## config.mk

```make
export PLATFORM = sky130hd
export DESIGN_NAME = infix_to_postfix_converter
export DESIGN_NICKNAME = d
export VERILOG_FILES = /design/src/hw/rtl/itp_pkg.sv /design/src/hw/rtl/infix_to_postfix_converter.sv /design/src/hw/rtl/itp_ram.sv /design/src/hw/rtl/itp_datapath.sv /design/src/hw/rtl/itp_ctrl.sv
export SDC_FILE = /design/constraint.sdc
export NUM_CORES = 1
export LEC_CHECK = 0
export ABC_AREA = 1
export BUFFER_PORTS_ARGS = -buffer_cell sky130_fd_sc_hd__clkbuf_2
export CORE_MARGIN = 10
export CORE_UTILIZATION = 60
export CTS_BUF_LIST = sky130_fd_sc_hd__clkbuf_2
export DETAILED_ROUTE_END_ITERATION = 12
export HOLD_SLACK_MARGIN = 0.05
export PLACE_DENSITY = 0.77
export SKIP_LAST_GASP = 1
export SYNTH_ARGS = -nofsm -noshare
export SYNTH_HDL_FRONTEND = slang
export SYNTH_SLANG_ARGS = --single-unit
```

## constraint.sdc

```tcl
create_clock -name clk -period 5.5 [get_ports clk]
set_input_delay 0.825 -clock clk [delete_from_list [all_inputs] [get_ports clk]]
set_output_delay 0.825 -clock clk [all_outputs]
set_load 0.03 [all_outputs]
```

## src/hw/rtl/itp_pkg.sv

```systemverilog
`timescale 1ns / 1ps

package itp_pkg;

  localparam logic [7:0] SYM_LPAREN = 8'h28;
  localparam logic [7:0] SYM_RPAREN = 8'h29;
  localparam logic [7:0] SYM_CARET  = 8'h5E;
  localparam logic [7:0] SYM_STAR   = 8'h2A;
  localparam logic [7:0] SYM_SLASH  = 8'h2F;
  localparam logic [7:0] SYM_PLUS   = 8'h2B;
  localparam logic [7:0] SYM_MINUS  = 8'h2D;

  localparam logic [1:0] ERR_NONE     = 2'd0;
  localparam logic [1:0] ERR_OVERFLOW = 2'd1;
  localparam logic [1:0] ERR_UNMATCH  = 2'd2;

  typedef enum logic [1:0] {
    CLS_OPERAND,
    CLS_LPAREN,
    CLS_RPAREN,
    CLS_OPER
  } sym_class_t;

  typedef enum logic [1:0] {
    SRC_CUR,
    SRC_TOP,
    SRC_ERR_OVF,
    SRC_ERR_PAREN
  } emit_src_t;

  typedef enum logic [2:0] {
    ST_IDLE,
    ST_RD,
    ST_CMP,
    ST_FRD,
    ST_FCMP,
    ST_DONE
  } state_t;

  typedef struct packed {
    logic      ld;
    logic      push;
    logic      pop;
    logic      clear;
    logic      emit;
    emit_src_t emit_src;
    logic      finish;
  } ctl_cmd_t;

  typedef struct packed {
    sym_class_t in_class;
    logic       in_fin;
    sym_class_t cur_class;
    logic [1:0] cur_prec;
    logic [1:0] top_prec;
    logic       top_lparen;
    logic       cnt_zero;
    logic       cnt_one;
    logic       full;
    logic       out_space;
    logic       cur_fin;
  } dp_stat_t;

  typedef struct packed {
    logic [7:0] sym;
    logic       has;
    logic [1:0] err;
  } result_t;

  function automatic logic [1:0] prec_of(input logic [7:0] c);
    logic [1:0] p;
    p = 2'd0;
    if (c == SYM_CARET) p = 2'd3;
    else if (c == SYM_STAR || c == SYM_SLASH) p = 2'd2;
    else if (c == SYM_PLUS || c == SYM_MINUS) p = 2'd1;
    return p;
  endfunction

  function automatic sym_class_t class_of(input logic [7:0] c);
    sym_class_t k;
    k = CLS_OPERAND;
    if (c == SYM_LPAREN) k = CLS_LPAREN;
    else if (c == SYM_RPAREN) k = CLS_RPAREN;
    else if (prec_of(c) != 2'd0) k = CLS_OPER;
    return k;
  endfunction

endpackage

```

## src/hw/rtl/infix_to_postfix_converter.sv

```systemverilog
`timescale 1ns / 1ps
// An operand of a non-final character is emitted straight from ST_IDLE; an operator or
// ')' goes through ST_RD and ST_CMP, and again per operator popped. A final character
// then flushes each stacked entry through ST_FRD and ST_FCMP; ST_DONE gives the end
// result. Input is taken only in ST_IDLE. Synchronous active-low reset empties the
// stack and the output register; stack memory contents are not cleared.

module infix_to_postfix_converter #(
  parameter int STACK_DEPTH = 32
) (
  input  logic       clk,
  input  logic       rst_n,
  input  logic       in_valid,
  output logic       in_ready,
  input  logic [7:0] in_symbol,
  input  logic       in_final_char,
  output logic       out_valid,
  input  logic       out_ready,
  output logic [7:0] out_symbol,
  output logic       out_has_symbol,
  output logic       out_end_of_expr,
  output logic [1:0] out_error_code
);

  import itp_pkg::*;

  ctl_cmd_t cmd;
  dp_stat_t stat;

  itp_ctrl u_ctrl (
    .clk     (clk),
    .rst_n   (rst_n),
    .in_valid(in_valid),
    .in_ready(in_ready),
    .stat    (stat),
    .cmd     (cmd)
  );

  itp_datapath #(
    .STACK_DEPTH(STACK_DEPTH)
  ) u_datapath (
    .clk            (clk),
    .rst_n          (rst_n),
    .in_symbol      (in_symbol),
    .in_final_char  (in_final_char),
    .cmd            (cmd),
    .stat           (stat),
    .out_valid      (out_valid),
    .out_ready      (out_ready),
    .out_symbol     (out_symbol),
    .out_has_symbol (out_has_symbol),
    .out_end_of_expr(out_end_of_expr),
    .out_error_code (out_error_code)
  );

endmodule

```

## src/hw/rtl/itp_ram.sv

```systemverilog
`timescale 1ns / 1ps

module itp_ram #(
  parameter int WIDTH = 8,
  parameter int DEPTH = 32
) (
  input  logic                     clk,
  input  logic                     we,
  input  logic [$clog2(DEPTH)-1:0] waddr,
  input  logic [WIDTH-1:0]         wdata,
  input  logic [$clog2(DEPTH)-1:0] raddr,
  output logic [WIDTH-1:0]         rdata
);

  logic [WIDTH-1:0] mem [DEPTH];
  logic [WIDTH-1:0] rdata_r;

  always_ff @(posedge clk) begin
    if (we) begin
      mem[waddr] <= wdata;
    end
    rdata_r <= mem[raddr];
  end

  assign rdata = rdata_r;

endmodule

```

## src/hw/rtl/itp_datapath.sv

```systemverilog
`timescale 1ns / 1ps

module itp_datapath #(
  parameter int STACK_DEPTH = 32
) (
  input  logic            clk,
  input  logic            rst_n,
  input  logic [7:0]      in_symbol,
  input  logic            in_final_char,
  input  itp_pkg::ctl_cmd_t cmd,
  output itp_pkg::dp_stat_t stat,
  output logic            out_valid,
  input  logic            out_ready,
  output logic [7:0]      out_symbol,
  output logic            out_has_symbol,
  output logic            out_end_of_expr,
  output logic [1:0]      out_error_code
);

  import itp_pkg::*;

  localparam int ADDR_W = $clog2(STACK_DEPTH);
  localparam int CNT_W  = $clog2(STACK_DEPTH + 1);

  logic [CNT_W-1:0]  cnt_r, cnt_nxt;
  logic [7:0]        sym_r;
  logic              fin_r;
  logic [7:0]        cur_sym;
  logic              cur_fin;
  logic [7:0]        top_sym;
  logic [CNT_W-1:0]  top_idx;
  result_t           hold_r, hold_nxt;
  logic              hold_v_r, hold_v_nxt;
  result_t           out_r, out_nxt;
  logic              out_end_r, out_end_nxt;
  logic              out_valid_r, out_valid_nxt;
  logic              out_space;
  result_t           emit_res;

  assign cur_sym = cmd.ld ? in_symbol : sym_r;
  assign cur_fin = cmd.ld ? in_final_char : fin_r;
  assign top_idx = cnt_r - CNT_W'(1);

  itp_ram #(
    .WIDTH(8),
    .DEPTH(STACK_DEPTH)
  ) u_stack (
    .clk  (clk),
    .we   (cmd.push),
    .waddr(cnt_r[ADDR_W-1:0]),
    .wdata(cur_sym),
    .raddr(top_idx[ADDR_W-1:0]),
    .rdata(top_sym)
  );

  assign out_space = !out_valid_r || out_ready;

  // Status is taken from the ports and registers only, never from the commands.
  always_comb begin
    stat.in_class   = class_of(in_symbol);
    stat.in_fin     = in_final_char;
    stat.cur_class  = class_of(sym_r);
    stat.cur_prec   = prec_of(sym_r);
    stat.top_prec   = prec_of(top_sym);
    stat.top_lparen = (top_sym == SYM_LPAREN);
    stat.cnt_zero   = (cnt_r == '0);
    stat.cnt_one    = (cnt_r == CNT_W'(1));
    stat.full       = (cnt_r == CNT_W'(STACK_DEPTH));
    stat.out_space  = out_space;
    stat.cur_fin    = fin_r;
  end

  always_comb begin
    case (cmd.emit_src)
      SRC_CUR:       emit_res = '{sym: cur_sym, has: 1'b1, err: ERR_NONE};
      SRC_TOP:       emit_res = '{sym: top_sym, has: 1'b1, err: ERR_NONE};
      SRC_ERR_OVF:   emit_res = '{sym: 8'h00, has: 1'b0, err: ERR_OVERFLOW};
      SRC_ERR_PAREN: emit_res = '{sym: 8'h00, has: 1'b0, err: ERR_UNMATCH};
      default:       emit_res = '{sym: 8'h00, has: 1'b0, err: ERR_NONE};
    endcase
  end

  always_comb begin
    cnt_nxt = cnt_r;
    if (cmd.clear) begin
      cnt_nxt = '0;
    end else if (cmd.push) begin
      cnt_nxt = cnt_r + CNT_W'(1);
    end else if (cmd.pop) begin
      cnt_nxt = cnt_r - CNT_W'(1);
    end
  end

  // Results of a final item are held back by one so that the last one can
  // carry the end mark.
  always_comb begin
    hold_nxt      = hold_r;
    hold_v_nxt    = hold_v_r;
    out_nxt       = out_r;
    out_end_nxt   = out_end_r;
    out_valid_nxt = out_valid_r;
    if (out_ready) begin
      out_valid_nxt = 1'b0;
    end
    if (cmd.emit) begin
      if (!cur_fin) begin
        out_nxt       = emit_res;
        out_end_nxt   = 1'b0;
        out_valid_nxt = 1'b1;
      end else begin
        if (hold_v_r) begin
          out_nxt       = hold_r;
          out_end_nxt   = 1'b0;
          out_valid_nxt = 1'b1;
        end
        hold_nxt   = emit_res;
        hold_v_nxt = 1'b1;
      end
    end else if (cmd.finish) begin
      out_nxt       = hold_v_r ? hold_r : result_t'{sym: 8'h00, has: 1'b0, err: ERR_NONE};
      out_end_nxt   = 1'b1;
      out_valid_nxt = 1'b1;
      hold_v_nxt    = 1'b0;
    end
  end

  always_ff @(posedge clk) begin
    if (!rst_n) begin
      cnt_r       <= '0;
      hold_v_r    <= 1'b0;
      out_valid_r <= 1'b0;
    end else begin
      cnt_r       <= cnt_nxt;
      hold_v_r    <= hold_v_nxt;
      out_valid_r <= out_valid_nxt;
    end
  end

  always_ff @(posedge clk) begin
    if (cmd.ld) begin
      sym_r <= in_symbol;
      fin_r <= in_final_char;
    end
    hold_r    <= hold_nxt;
    out_r     <= out_nxt;
    out_end_r <= out_end_nxt;
  end

  assign out_valid       = out_valid_r;
  assign out_symbol      = out_r.sym;
  assign out_has_symbol  = out_r.has;
  assign out_error_code  = out_r.err;
  assign out_end_of_expr = out_end_r;

  a_cnt_bound: assert property (@(posedge clk) disable iff (!rst_n)
    cnt_r <= CNT_W'(STACK_DEPTH))
    else $error("stack count beyond depth");

  a_hold_fin: assert property (@(posedge clk) disable iff (!rst_n)
    hold_v_r |-> fin_r)
    else $error("held result outside a final item");

  a_emit_space: assert property (@(posedge clk) disable iff (!rst_n)
    (cmd.emit || cmd.finish) |-> out_space)
    else $error("result written while output register is occupied");

endmodule

```

## src/hw/rtl/itp_ctrl.sv

```systemverilog
`timescale 1ns / 1ps

module itp_ctrl (
  input  logic              clk,
  input  logic              rst_n,
  input  logic              in_valid,
  output logic              in_ready,
  input  itp_pkg::dp_stat_t stat,
  output itp_pkg::ctl_cmd_t cmd
);

  import itp_pkg::*;

  state_t state_r, state_nxt;

  always_ff @(posedge clk) begin
    if (!rst_n) begin
      state_r <= ST_IDLE;
    end else begin
      state_r <= state_nxt;
    end
  end

  always_comb begin
    state_nxt    = state_r;
    in_ready     = 1'b0;
    cmd          = '0;
    cmd.emit_src = SRC_CUR;
    case (state_r)
      ST_IDLE: begin
        in_ready = stat.out_space;
        if (in_valid && stat.out_space) begin
          cmd.ld = 1'b1;
          case (stat.in_class)
            CLS_OPERAND: begin
              cmd.emit     = 1'b1;
              cmd.emit_src = SRC_CUR;
              if (stat.in_fin) begin
                state_nxt = stat.cnt_zero ? ST_DONE : ST_FRD;
              end
            end
            CLS_LPAREN: begin
              if (stat.full) begin
                cmd.clear    = 1'b1;
                cmd.emit     = 1'b1;
                cmd.emit_src = SRC_ERR_OVF;
                if (stat.in_fin) begin
                  state_nxt = ST_DONE;
                end
              end else begin
                cmd.push = 1'b1;
                if (stat.in_fin) begin
                  state_nxt = ST_FRD;
                end
              end
            end
            default: begin
              state_nxt = ST_RD;
            end
          endcase
        end
      end
      ST_RD: begin
        state_nxt = ST_CMP;
      end
      ST_CMP: begin
        if (stat.cur_class == CLS_RPAREN) begin
          if (stat.cnt_zero) begin
            if (stat.out_space) begin
              cmd.emit     = 1'b1;
              cmd.emit_src = SRC_ERR_PAREN;
              state_nxt    = stat.cur_fin ? ST_DONE : ST_IDLE;
            end
          end else if (stat.top_lparen) begin
            cmd.pop = 1'b1;
            if (stat.cur_fin) begin
              state_nxt = stat.cnt_one ? ST_DONE : ST_FRD;
            end else begin
              state_nxt = ST_IDLE;
            end
          end else if (stat.out_space) begin
            cmd.emit     = 1'b1;
            cmd.emit_src = SRC_TOP;
            cmd.pop      = 1'b1;
            state_nxt    = ST_RD;
          end
        end else begin
          // Pop while the stacked operator binds at least as tightly.
          if (!stat.cnt_zero && stat.top_prec >= stat.cur_prec) begin
            if (stat.out_space) begin
              cmd.emit     = 1'b1;
              cmd.emit_src = SRC_TOP;
              cmd.pop      = 1'b1;
              state_nxt    = ST_RD;
            end
          end else if (stat.full) begin
            if (stat.out_space) begin
              cmd.clear    = 1'b1;
              cmd.emit     = 1'b1;
              cmd.emit_src = SRC_ERR_OVF;
              state_nxt    = stat.cur_fin ? ST_DONE : ST_IDLE;
            end
          end else begin
            cmd.push  = 1'b1;
            state_nxt = stat.cur_fin ? ST_FRD : ST_IDLE;
          end
        end
      end
      ST_FRD: begin
        state_nxt = ST_FCMP;
      end
      ST_FCMP: begin
        // An unmatched open parenthesis is discarded without a result.
        if (stat.top_lparen) begin
          cmd.pop   = 1'b1;
          state_nxt = stat.cnt_one ? ST_DONE : ST_FRD;
        end else if (stat.out_space) begin
          cmd.emit     = 1'b1;
          cmd.emit_src = SRC_TOP;
          cmd.pop      = 1'b1;
          state_nxt    = stat.cnt_one ? ST_DONE : ST_FRD;
        end
      end
      ST_DONE: begin
        if (stat.out_space) begin
          cmd.finish = 1'b1;
          state_nxt  = ST_IDLE;
        end
      end
      default: begin
        state_nxt = ST_IDLE;
      end
    endcase
  end

  a_ready_idle: assert property (@(posedge clk) disable iff (!rst_n)
    in_ready |-> (state_r == ST_IDLE))
    else $error("input taken outside idle");

  a_push_room: assert property (@(posedge clk) disable iff (!rst_n)
    cmd.push |-> !stat.full)
    else $error("push onto a full stack");

  a_emit_top: assert property (@(posedge clk) disable iff (!rst_n)
    (cmd.emit && cmd.emit_src == SRC_TOP) |-> (!stat.top_lparen && !stat.cnt_zero))
    else $error("emitted an open parenthesis or popped an empty stack");

endmodule

```

Yosys cells after proc, flatten, opt, wreduce, memory -nomap -nowiden
Memory sizes are Yosys's and may differ from the RTL's. A register that Yosys moved wholly into a read port is not among the register bits.
Index checks and enable logic that the tools add are counted.
{"block": "totals", "output_inout_bits": 14, "reg_bits": 43, "latch_bits": 0, "ramBits": 256, "memories": 1, "rom_bits": 0, "in_bits": 13, "elab_cells": 177}
{"name": "u_datapath.u_stack.mem", "words": 32, "width": 8, "rd": 1, "rd_ports_with_merged_regs": 1, "wr": 1, "line": "itp_ram.sv:15", "source": "logic [WIDTH-1:0] mem [DEPTH];"}
{"block": "op_classes", "reduce_logical": 24, "n_eq_ne": 39, "multipliers": 0, "addsub": 2, "div": 0, "order_cmp": 1, "bitwise_logic": 1, "n_mux": 96, "shift": 0}
{"cell": "$eq A8 B6 Y1 const B", "n": 17}
{"cell": "$mux W3", "n": 25}
{"cell": "$mux W11", "n": 5}
{"cell": "$pmux W11 S4", "n": 1}
{"cell": "$mux W2", "n": 18}
{"cell": "$mux W1", "n": 33}
{"cell": "$eq A8 B7 Y1 const B", "n": 3}
{"cell": "$pmux W3 S6", "n": 1}
{"cell": "$mux W4", "n": 4}
{"cell": "$mux W6", "n": 2}
{"cell": "$pmux W3 S2", "n": 2}
{"cell": "$ne A3 B3 Y1 const B", "n": 3}
{"cell": "$pmux W3 S3", "n": 1}
{"cell": "$mux W8", "n": 1}
{"cell": "$reduce_bool A2 Y1", "n": 4}
{"cell": "$logic_or A1 B1 Y1", "n": 7}
{"cell": "$add A6 B1 Y6 const B", "n": 1}
{"cell": "$eq A2 B2 Y1 const B", "n": 3}
{"cell": "$eq A3 B2 Y1 const B", "n": 2}
{"cell": "$eq A3 B3 Y1 const B", "n": 2}
{"cell": "$eq A6 B1 Y1 const B", "n": 1}
{"cell": "$eq A6 B6 Y1 const B", "n": 1}
{"cell": "$logic_not A6 Y1", "n": 1}
{"cell": "$ne A2 B1 Y1 const B", "n": 3}
{"cell": "14 further kinds", "n": 22}

Longest topological paths before layout
{"block": "logic_depth", "depth_word": 19, "mapped_depth": 18, "ltp_nobuf": 18}

By module
A second synthesis with hierarchy kept.
{"block": "hier_totals", "cells_unflattened": 1338, "hier_area_um2": 13775.7}
{"mod": "itp_ram", "n_inst": 1, "area_per_inst_um2": 10786.6, "cells_per_inst": 922, "seq_area_each_um2": 7847.5}
{"mod": "itp_datapath", "n_inst": 1, "area_per_inst_um2": 2304.7, "cells_per_inst": 284, "seq_area_each_um2": 1031.0}
{"mod": "itp_ctrl", "n_inst": 1, "area_per_inst_um2": 684.4, "cells_per_inst": 132, "seq_area_each_um2": 60.1}

Worst setup path before layout
OpenSTA, ideal clock, no wires.
{"block": "synth_path", "path_type": "register to register", "start": "reg u_datapath.cnt_r[0]", "end": "mem u_datapath.u_stack.mem[24][0] (enable)", "path_stages_with_launch": 15, "n_path_buf": 4, "setup_time_ps": 370, "synth_period_minus_slack_ps": 3047, "required_ps": 5130, "arrival_ps": 2677, "slack_ps": 2453, "path_cell_list": "dfxtp_1 -> buf_2 -> inv_2 -> buf_2 -> buf_1 -> ha_1 -> nand2_1 -> nor2_2 -> nand2_1 -> nand2_2 -> nand2_1 -> o21ai_2 -> buf_4 -> nand2_1 -> nor2_1"}
{"block": "synth_via", "elab_chain_len": 8, "word_cells_on_any_way": 12, "classes_between": "1 x eq/ne; 8 x mux; 3 x reduce/logical"}
{"element": "start, declared", "line": "itp_datapath.sv:25", "source": "logic [CNT_W-1:0] cnt_r, cnt_nxt;"}
{"element": "start signal, assigned", "line": "itp_datapath.sv:133", "source": "cnt_r <= cnt_nxt;"}
{"element": "$logic_not A6 Y1", "line": "itp_datapath.sv:66", "source": "stat.cnt_zero = (cnt_r == '0);"}
{"element": "$logic_not A1 Y1", "line": "itp_ctrl.sv:89", "source": "if (!stat.cnt_zero && stat.top_prec >= stat.cur_prec) begin"}
{"element": "$logic_and A1 B1 Y1", "line": "itp_ctrl.sv:89"}
{"element": "$mux W1", "line": "itp_ctrl.sv:89"}
{"element": "$mux W1", "line": "itp_ctrl.sv:67", "source": "if (stat.cur_class == CLS_RPAREN) begin"}
{"element": "$pmux W1 S2", "line": "itp_ctrl.sv:29", "source": "case (state_r)"}
{"element": "$mux W1", "line": "itp_ram.sv:19", "source": "if (we) begin"}
{"element": "$mux W1 (not written as such)", "line": "itp_ram.sv:20", "source": "mem[waddr] <= wdata;"}
{"element": "end, declared", "line": "itp_ram.sv:15"}
Parallel ways exist; a longest one is shown, timed or not.

Worst setup path after layout
{"block": "layout_path", "start": "reg u_datapath.cnt_r[0]", "end": "mem u_datapath.u_stack.mem[14][5] (enable)"}
The elaborated chain is that of the path after synthesis.

==> impl_metrics.py <==
metrics = {
    "outcome": {
        "status": "complete, no violations",
    },
    "logic_synthesis": {
        "yosys_warnings": 0,
        "syn_area_sq_um": 13200,
        "ys_ff_latch": 307,
        "syn_avg_cell_area_sq_um": 10.9,
        "synthArstFlopShare": 0,
        "synth.top_cells.by_area": "edfxtp_1, nor2_1, o21ai_0, dfxtp_1, nand2_1",
        "synth_nets": 1224,
        "synth_top_area_cell": "edfxtp_1",
        "syn_inst": 1205,
        "synth_edf_count": 279,
        "yosys.area.top_type_share": 0.635,
        "synth_cell_types": 43,
        "ys.flop_type": "edfxtp_1",
        "yosysSeqAreaShare": 0.678,
    },
    "timing": {
        "tightestPinTransition_ps": 1180,
        "fin_worst_skew_ps": 61.6,
        "max-slew-margin-rel": 0.213,
        "final.period_utilization": 0.781,
        "finalSetupTns_ps": 0,
        "finalHoldViolCount": 0,
        "rsz0062_at_grt": "no",
        "slew_violations": 0,
        "setup_viol": 0,
        "whs_ps": 350,
        "fin_crit_ps": 4300,
        "fmax_mhz": 233,
    },
    "placed_design": {
        "gp_congestion": 0.943,
        "port_buffers": 26,
        "dp.cells": 1461,
        "hpwl_microns": 19500,
    },
    "clock_network": {
        "clk_latency_ps": 830,
        "cts_setup_buffers": 0,
        "clock-root-buffer": "clkbuf_2",
        "cts_htree_levels": 3,
        "cts_tree": "done",
        "cts_resized": 0,
        "cts.sinks": 307,
        "cts_buffers": 76,
        "clock_path_buffers": 3,
        "postCtsHoldBufs": 0,
        "clk_pin_slew_ps": 100,
    },
    "worst_setup_path": {
        "critPathKind": "register to register",
        "startpoint_type": "register",
        "cp.required_ps": 5940,
        "worstPathArrival_ps": 4730,
        "critPathMaxFanout": 70,
        "critPathCaptureType": "register",
    },
    "detailed_routing": {
        "wl_microns": 31400,
        "drc_errors": 0,
        "antenna_left": 0,
        "drt_iter0_markers": 1159,
        "vias": 9453,
        "firstDrtPassIters": 6,
        "wire_per_inst_microns": 19.7,
        "viasPerCell": 5.94,
    },
    "floorplanning": {
        "fp.dieW_microns": 168,
        "core-area_sq_um": 21800,
        "die_y_microns": 168,
        "die_area_sq_um": 28300,
        "rows": 54,
        "start_util": 0.606,
        "ios": 27,
    },
    "global_route": {
        "grt_max_degree": 130,
        "grt_pass1_wl_microns": 48400,
        "antenna_found_initial": 1,
        "grt.total_usage": 0.217,
        "grt_overflow": 0,
        "grt_pass1_vias": 8834,
    },
    "final_layout": {
        "final_cells": 1592,
        "layout-drive-gt1-share": 0.141,
        "final_common_cell": "edfxtp_1",
        "layout.nets": 1278,
        "syn2layout_area_growth_pct": 7.51,
        "final_cell_mix": "edfxtp_1, nor2_1, o21ai_0, nand2_1, clkbuf_2",
    },
    "power_and_ir_drop": {
        "power.leakage_nw": 5.13,
        "p_per_area_nw_per_um2": 580,
        "peakVddDrop_mv": 0.353,
    },
    "flow_run": {
        "drv_cap": 0,
    },
    "worst_hold_path": {
        "holdCritPathClass": "input pin to register",
    },
}
[worst paths after layout]
| path | from | to | slack, ps | cells after the start |
|---|---|---|---|---|
| worst max-delay path | u_datapath.cnt_r[0] | u_datapath.u_stack.mem[14][5] | 1200 | 9 |
| worst max register to register | u_datapath.cnt_r[0] | u_datapath.u_stack.mem[14][5] | 1200 | 9 |
| worst min-delay path | rst_n | u_ctrl.state_r[1] | 350 | 3 |
| worst min register to register | u_datapath.hold_v_r | u_datapath.hold_v_r | 500 | 2 |
[critical path, cell delays in order (launching register included)]
cell and delay, ps:
dfxtp_4 800, clkinv_2 560, ha_4 360, nand2_1 80
nor2_2 50, nand2_1 210, nand2_1 140, o21ai_2 420
nand2_1 570, nor2_1 720
[synth_stat cells (2+ instances only)]
library cell / count
nand4_1: 5
nand2_1: 134
dfxtp_1: 28
o21ai_0: 142
o21ai_1: 47
inv_2: 17
a21oi_1: 9
mux2i_1: 10
buf_1: 5
o32ai_1: 15
nand2_4: 2
nor2_1: 261
o221ai_1: 2
o22ai_1: 11
nor4_1: 3
nor3_1: 5
buf_4: 5
o211ai_1: 32
ha_1: 6
o21bai_1: 2
inv_1: 50
nor2_2: 5
nand2_2: 2
clkbuf_1: 35
edfxtp_1: 279
xor2_1: 6
nand3_1: 55
buf_2: 15
a31oi_1: 3
[metal layers]
layer / share of wire / global-route usage / wire length, microns / vias to the layer above
li1: - / - / - / 4421
met1: 0.41 / 0.287 / 12700 / 4373
met2: 0.46 / 0.338 / 14500 / 569
met3: 0.10 / 0.0515 / 3150 / 90
met4: 0.032 / 0.0878 / 1010 / 0
met5: 0 / 0 / 0 / -
[where the power goes]
part | switching [mW] | internal, mW | leakage [nW] | total [mW]
Clock | 0.876 | 0.540 | 0.481 | 1.42
Sequential | 0.165 | 3.17 | 2.77 | 3.33
Combinational | 2.55 | 0.920 | 1.89 | 3.47
[sequential cells by signal (all words and copies together) (netlist names)]
register / count
u_ctrl.state_r: 3
u_datapath.cnt_r: 6
u_datapath.fin_r: 1
u_datapath.hold_r: 11
u_datapath.hold_v_r: 1
u_datapath.out_end_of_expr: 1
u_datapath.out_error_code: 2
u_datapath.out_has_symbol: 1
u_datapath.out_symbol: 8
u_datapath.out_valid: 1
u_datapath.sym_r: 8
u_datapath.u_stack.mem: 256
u_datapath.u_stack.rdata: 8
[cells by family after synthesis]
kind of cell	share of synthesized area
AOI/OAI and AO/OA	0.116
xor gates and xnor gates	0.00712
adders and majority gates	0.00569
buffers and inverters	0.0401
DFF	0.678
muxes	0.00759
and+or+nand+nor	0.146
[final cells by class]
class,count,area (sq um)
Inverter,68,256
Multi-Input combinational cell,769,3760
Clock buffer,98,490
Timing Repair Buffer,37,213
Sequential cell,307,8940
Clock inverter,31,159
Fill cell,1689,7570
Antenna cell,2,5.00
Tap cell,280,350
[per-stage QoR]
stage / power (mW) / worst slack (ps) / area (sq um) / util
2_1_floorplan: 5.69 / 2450 / 13200 / -
3_3_place_gp: 6.75 / 1440 / 13500 / 0.622
3_5_place_dp: 6.79 / 1300 / 13500 / 0.622
4_1_cts: 8.20 / 1270 / 14200 / 0.652
5_1_grt: 8.75 / 879 / 14200 / 0.652
6_report: 8.22 / 1200 / 14200 / 0.652
Power figures use the tool's default switching activity.
